[src/sv/dequant_gemm_dot_accumulate_core_macros.svh]
// Assertion macros shared by the RTL that checks itself.
`ifndef DEQUANT_GEMM_DOT_ACCUMULATE_CORE_MACROS_SVH
`define DEQUANT_GEMM_DOT_ACCUMULATE_CORE_MACROS_SVH

// Check an implication on every rising edge of clk_i outside reset.
`define DGDA_ASSERT_IMP(lbl, ante, cons, msg) \
  lbl: assert property (@(posedge clk_i) disable iff (!rst_ni) (ante) |-> (cons)) \
    else $error(msg);

// Check a next-cycle implication on every rising edge of clk_i outside reset.
`define DGDA_ASSERT_NXT(lbl, ante, cons, msg) \
  lbl: assert property (@(posedge clk_i) disable iff (!rst_ni) (ante) |=> (cons)) \
    else $error(msg);

`endif

[src/sv/dgda_pkg.sv]
`timescale 1ns / 1ps
`default_nettype none
package dgda_pkg;

  localparam int unsigned CfgIdxW  = 3;
  localparam int unsigned CfgDataW = 32;

  localparam logic [CfgIdxW-1:0] CFG_ALPHA = 3'd0;
  localparam logic [CfgIdxW-1:0] CFG_BETA  = 3'd1;
  localparam logic [CfgIdxW-1:0] CFG_MIN   = 3'd2;
  localparam logic [CfgIdxW-1:0] CFG_MAX   = 3'd3;
  localparam logic [CfgIdxW-1:0] CFG_MODE  = 3'd4;

  localparam logic signed [31:0] ALPHA_RST = 32'sd65536;
  localparam logic signed [31:0] BETA_RST  = 32'sd0;
  localparam logic signed [31:0] MIN_RST   = 32'sd0;
  localparam logic signed [31:0] MAX_RST   = 32'sd65536;
  localparam logic               MODE_RST  = 1'b0;

  localparam logic [16:0] CODE_MAX_8  = 17'd255;
  localparam logic [16:0] CODE_MAX_16 = 17'd65535;

  typedef enum logic [5:0] {
    S_IDLE = 6'b000001,
    S_MUL  = 6'b000010,
    S_ACC  = 6'b000100,
    S_MULA = 6'b001000,
    S_MULB = 6'b010000,
    S_FIN  = 6'b100000
  } state_e;

  typedef struct packed {
    logic load_item;
    logic mul_ab;
    logic acc;
    logic mul_alpha;
    logic mul_beta;
    logic load_out;
  } cmd_t;

  typedef struct packed {
    logic step_busy;
    logic last_term;
  } stat_t;

endpackage
`default_nettype wire

[src/sv/dgda_ctrl.sv]
`timescale 1ns / 1ps
`default_nettype none
module dgda_ctrl
  import dgda_pkg::*;
(
  input  logic  clk_i,
  input  logic  rst_ni,
  input  logic  in_valid_i,
  output logic  in_ready_o,
  output logic  out_valid_o,
  input  logic  out_ready_i,
  input  stat_t stat_i,
  output cmd_t  cmd_o
);

  state_e state_q, state_d;
  logic   out_valid_q, out_valid_d;
  logic   accept;

  always_comb begin
    in_ready_o = ((state_q == S_IDLE) || (state_q == S_ACC && !stat_i.last_term))
                 && !stat_i.step_busy;
    accept     = in_valid_i && in_ready_o;

    cmd_o           = '0;
    cmd_o.load_item = accept;
    state_d         = state_q;

    case (state_q)
      S_IDLE: begin
        if (accept) state_d = S_MUL;
      end
      S_MUL: begin
        cmd_o.mul_ab = 1'b1;
        state_d      = S_ACC;
      end
      S_ACC: begin
        cmd_o.acc = 1'b1;
        if (stat_i.last_term) begin
          state_d = S_MULA;
        end else if (accept) begin
          state_d = S_MUL;
        end else begin
          state_d = S_IDLE;
        end
      end
      S_MULA: begin
        cmd_o.mul_alpha = 1'b1;
        state_d         = S_MULB;
      end
      S_MULB: begin
        cmd_o.mul_beta = 1'b1;
        state_d        = S_FIN;
      end
      S_FIN: begin
        // Hold until the output register is free.
        if (!out_valid_q || out_ready_i) begin
          cmd_o.load_out = 1'b1;
          state_d        = S_IDLE;
        end
      end
      default: state_d = S_IDLE;
    endcase

    if (cmd_o.load_out) begin
      out_valid_d = 1'b1;
    end else if (out_ready_i) begin
      out_valid_d = 1'b0;
    end else begin
      out_valid_d = out_valid_q;
    end
  end

  always_ff @(posedge clk_i or negedge rst_ni) begin
    if (!rst_ni) begin
      state_q     <= S_IDLE;
      out_valid_q <= 1'b0;
    end else begin
      state_q     <= state_d;
      out_valid_q <= out_valid_d;
    end
  end

  assign out_valid_o = out_valid_q;

endmodule
`default_nettype wire

[config.mk]
export PLATFORM = sky130hd
export DESIGN_NAME = dgda_ctrl
export DESIGN_NICKNAME = d
export VERILOG_FILES = /design/src/sv/dequant_gemm_dot_accumulate_core_macros.svh /design/src/sv/dgda_pkg.sv /design/src/sv/dgda_ctrl.sv
export SDC_FILE = /design/constraint.sdc
export NUM_CORES = 1
export LEC_CHECK = 0
export BUFFER_PORTS_ARGS = -buffer_cell sky130_fd_sc_hd__buf_2
export CAP_MARGIN = 20
export CORE_AREA = 2 2 39 41
export CTS_CLUSTER_DIAMETER = 200
export CTS_CLUSTER_SIZE = 16
export DETAILED_ROUTE_END_ITERATION = 8
export DIE_AREA = 0 0 41 43
export PLACE_DENSITY = 0.61
export SYNTH_ARGS = -nofsm -noshare
export SYNTH_HDL_FRONTEND = slang
export SYNTH_SLANG_ARGS = --single-unit
[constraint.sdc]
create_clock -name clk_i -period 1.85 [get_ports clk_i]
set_input_delay 0.37 -clock clk_i [delete_from_list [all_inputs] [get_ports clk_i]]
set_output_delay 0.37 -clock clk_i [all_outputs]
set_load 0.005 [all_outputs]
# After elaboration in Yosys (flattened, before gate mapping)

Index checks and enable logic that the tools add are counted.

Eq/ne operators: 8
Multiplexer cells: 13
Reduce and logical (&&, ||, !) cells: 10

Operators by type and width:

| operator             | count |
|---|---|
| $pmux W6 S6          | 1 |
| $mux W6              | 3 |
| $mux W1              | 8 |
| $eq A6 B1 Y1 const B | 1 |
| $eq A6 B2 Y1 const B | 1 |
| $eq A6 B3 Y1 const B | 1 |
| $eq A6 B4 Y1 const B | 1 |
| $eq A6 B5 Y1 const B | 1 |
| $eq A6 B6 Y1 const B | 1 |
| $ne A2 B2 Y1 const B | 2 |
| $logic_and A1 B1 Y1  | 3 |
| $logic_not A1 Y1     | 3 |
| $logic_or A1 B1 Y1   | 2 |
| $mux W2              | 1 |
| $reduce_and A2 Y1    | 1 |
| $reduce_bool A2 Y1   | 1 |

Register bits after elaboration: 7
Input port bits: 6
Output and inout port bits: 8
Word-level logic and storage cells: 33

# Longest topological paths before layout

Depth in word-level cells: 8
Depth in mapped cells: 5
Gate-level depth less buffers: 4

# Least setup slack after synthesis

No wires, ideal clock.

Path type: reg-to-output
Start: register state_q[3]
End: output port cmd_o[0] in the netlist's numbering
Arrival time: 1,554 ps
Required time: 1,480 ps
Setup slack: -74 ps
Cell stages (with the launch flop): 5
Path buffers: 1
Cells stage by stage: dfrtp_1 > or4_4 > or3b_4 > nor2_1 > buf_4

RTL lines:

| what                   | RTL line        | source |
|---|---|---|
| start, declared        | dgda_ctrl.sv:16 | `state_e state_q, state_d;` |
| start signal, assigned | dgda_ctrl.sv:79 | `state_q <= state_d;` |
| end, declared          | dgda_ctrl.sv:13 | `output cmd_t cmd_o` |

==> impl_metrics.tcl <==
set metrics [dict create \
    hold_path.class "input pin to register" \
    vias 423 \
    crit_chain "or4_4 > or3b_4 > nor2_2 > buf_2" \
    internal-power_mw 0.407 \
    holdWs_ns 0.349 \
    swShare_pct 31.3 \
    pre_cts_ws_ns 0.00555 \
    cts_tree "done" \
    clockPowerShare_pct 22.9 \
    worstSetupEndpointType "output pin" \
    drt-pass1-iter-count 2 \
    synth.top_cell.area_share_pct 34.9 \
    rsz0062_at_grt "true" \
    cp-start-kind "register" \
    crit_start "state_q[0]" \
    synth_edf_count 0 \
    clk_path_buf_depth 2 \
    status "finished, violations left" \
    syn_avg_cell_area_um2 9.16 \
    clkSinkCount 7 \
    ant_nets 0 \
    die_h_um 43 \
    fillers 146 \
    ir_worst_vdd_uv 442 \
    grt.overflow.total 0 \
    layout-drive-gt1-share_pct 52.1 \
    r2r_start "state_q[0]" \
    fmax_mhz 479 \
    ys_ff_latch 7 \
    crit_fanout 2 \
    grt_pass1_wl_um 1570 \
    drv_cap 0 \
    yosysUniqueCellTypes 25 \
    clk_pin_slew_ns 0.05 \
    dpl.hpwl_um 723 \
    ys_seq_area_share_pct 41.0 \
    p_per_area_nw_per_um2 906 \
    share_comb_of_total_power_pct 45.3 \
    fp.dieArea_um2 1760 \
    numPortBuffers 13 \
    yosys.area.top_type "dfrtp_1" \
    synthesis.nets 53 \
    track_usage_pct 13.9 \
    ys_warn_count 0 \
    path_class "register to output pin" \
    nets 78 \
    grt_max_degree 9 \
    start_util_pct 31.1 \
    slew-limit-headroom_pct 80.9 \
    crit_path_top_delay_cell "or4_4" \
    routedWlPerCell_um 11.6 \
    crit_arrival_ns 1.72 \
    crit_buf_inv 1 \
    io_pins 14 \
    ys_top_cells_by_area "dfrtp_1 35%, nor4_1 7.3%, dfstp_2 6.1%, nand2b_1 5.8%, buf_4 5.2%" \
    cts.htree.levels 1 \
    antenna_found_initial 0 \
    hold_viol 0 \
    finalCritPeriodShare_pct 113 \
    drcViolationCount 0 \
    crit_family "simple AND/OR/NAND/NOR gates" \
    synth-main-ff-cell "dfrtp_1" \
    synthToLayoutAreaGrowth_pct 51.7 \
    tns_ns -0.347 \
    pwr-share-seq_pct 31.8 \
    grt_pass1_vias 405 \
    finalMaxSlewViolations 0 \
    p_leak_nw 0.325 \
    setup_slack_ns -0.239 \
    clkLatencyLatePin_ns 0.25 \
    drt_wl_total_um 1010 \
    p_switching_mw 0.185 \
    worst_pin_slew_ns 0.284 \
    min_from "stat_i[0]" \
    cts_buffers 3 \
    violations "negative setup slack" \
    diodes 0 \
    synthArstFlopShare_pct 100 \
    synth.most_common_cell "dfrtp_1" \
    max_stage_delay_ns 0.52 \
    finClkSkew_ns 0.00389 \
    die_w_um 41 \
    drt_iter0_markers 1 \
    synth_cells 47 \
    core.rowCount 14 \
    place.gp.congestion 0.803 \
    coreArea_um2 1380 \
    root_buffer "clkbuf_4" \
    setup_viol 2 \
    power_mw 0.592 \
    viasPerCell 4.86 \
    syn-cell-area_um2 430 \
    finalCriticalPeriod_ns 2.09 \
    ys_top_cells_by_count "6 x dfrtp_1, 5 x nor4_1, 4 x nand2b_1, 4 x nor2_1, 3 x buf_4" \
    utilization_pct 47.2 \
    cp.required_ns 1.48 \
]
layout by cell type, fill, tap and decap left out, drive strengths merged, types with 2 or more instances in the layout:
cell and count:
nand2 2, buf 23, nor2b 2, clkbuf 4, nor2 5, dfrtp 6
and3 2, a21oi 2, or2b 2, nor4 5, nand2b 4
final cells by class:
class | instances | area (µm²) | area share (%)
well taps | 16 | 20.0 | 3.07
clock buffers | 4 | 26.3 | 4.02
flip-flops and latches | 7 | 176 | 27.0
multi-input cells | 36 | 277 | 42.3
repair buffers | 24 | 154 | 23.6
cell families (layout without fill, tap and decap cells):
kind of cell | count (synthesis) | in the layout | share of synthesized area [%]
flops | 7 | 7 | 41.0
simple gates | 30 | 30 | 43.6
buf+inv | 4 | 28 | 6.10
compound gates | 5 | 5 | 7.27
xor+xnor | 1 | 1 | 2.04
power groups by stage:
stage | sequential [mW] | combinational, mW | clock [mW]
floorplan | 0.208 | 0.110 | 0
global placement | 0.189 | 0.207 | 0
detailed placement | 0.190 | 0.210 | 0
CTS | 0.188 | 0.249 | 0.142
global route | 0.190 | 0.291 | 0.151
finish | 0.188 | 0.268 | 0.136
registers in the layout, indices dropped and copies added, names as in the netlist:
name,flops
state_q,6
out_valid_o,1
metal layers:
| metal | global-route usage [%] | vias up | wire [µm] |
|---|---|---|---|
| met2 | 20.0 | 10 | 538 |
| met5 | 0 | - | 0 |
| li1 | - | 217 | - |
| met3 | 4.71 | 2 | 49 |
| met1 | 16.4 | 194 | 415 |
| met4 | 10.0 | 0 | 10 |
metrics by stage:
stage                     instance area, µm²  std cells
after detailed placement                 549         80
final                                    653         87
after global placement                   549         80
after floorplan                          430         47
after CTS                                626         87
after global routing                     653         87
path summary, 6_finish.rpt:
kind,cells after the start,slack (ns),end
min in group asynchronous,2,0.48,out_valid_o
max in group asynchronous,2,1.13,state_q[0]
hold / removal,2,0.35,state_q[3]
hold reg to reg,2,0.62,state_q[4]
setup reg to reg,5,0.15,state_q[0]
setup / recovery,4,-0.24,cmd_o[0]
worst reg2reg max path: cells and delay by family, from the launching register on:
family,cells,cell delay (ns)
AOI/OAI and AO/OA,1,0.09
DFF,1,0.37
buffers and inverters,1,0.15
and+or+nand+nor,3,1.01
repair_timing:
action                                  in CTS  in global routing
hold buffers                                 1                  0
pin swaps                                    2                  2
setup buffers                                2                  1
hold endpoints to repair                     6                  0
cloned                                       0                  0
resized for setup                            6                  6
endpoints found under the setup margin       5                  7
(Power assumes the default switching activity.)
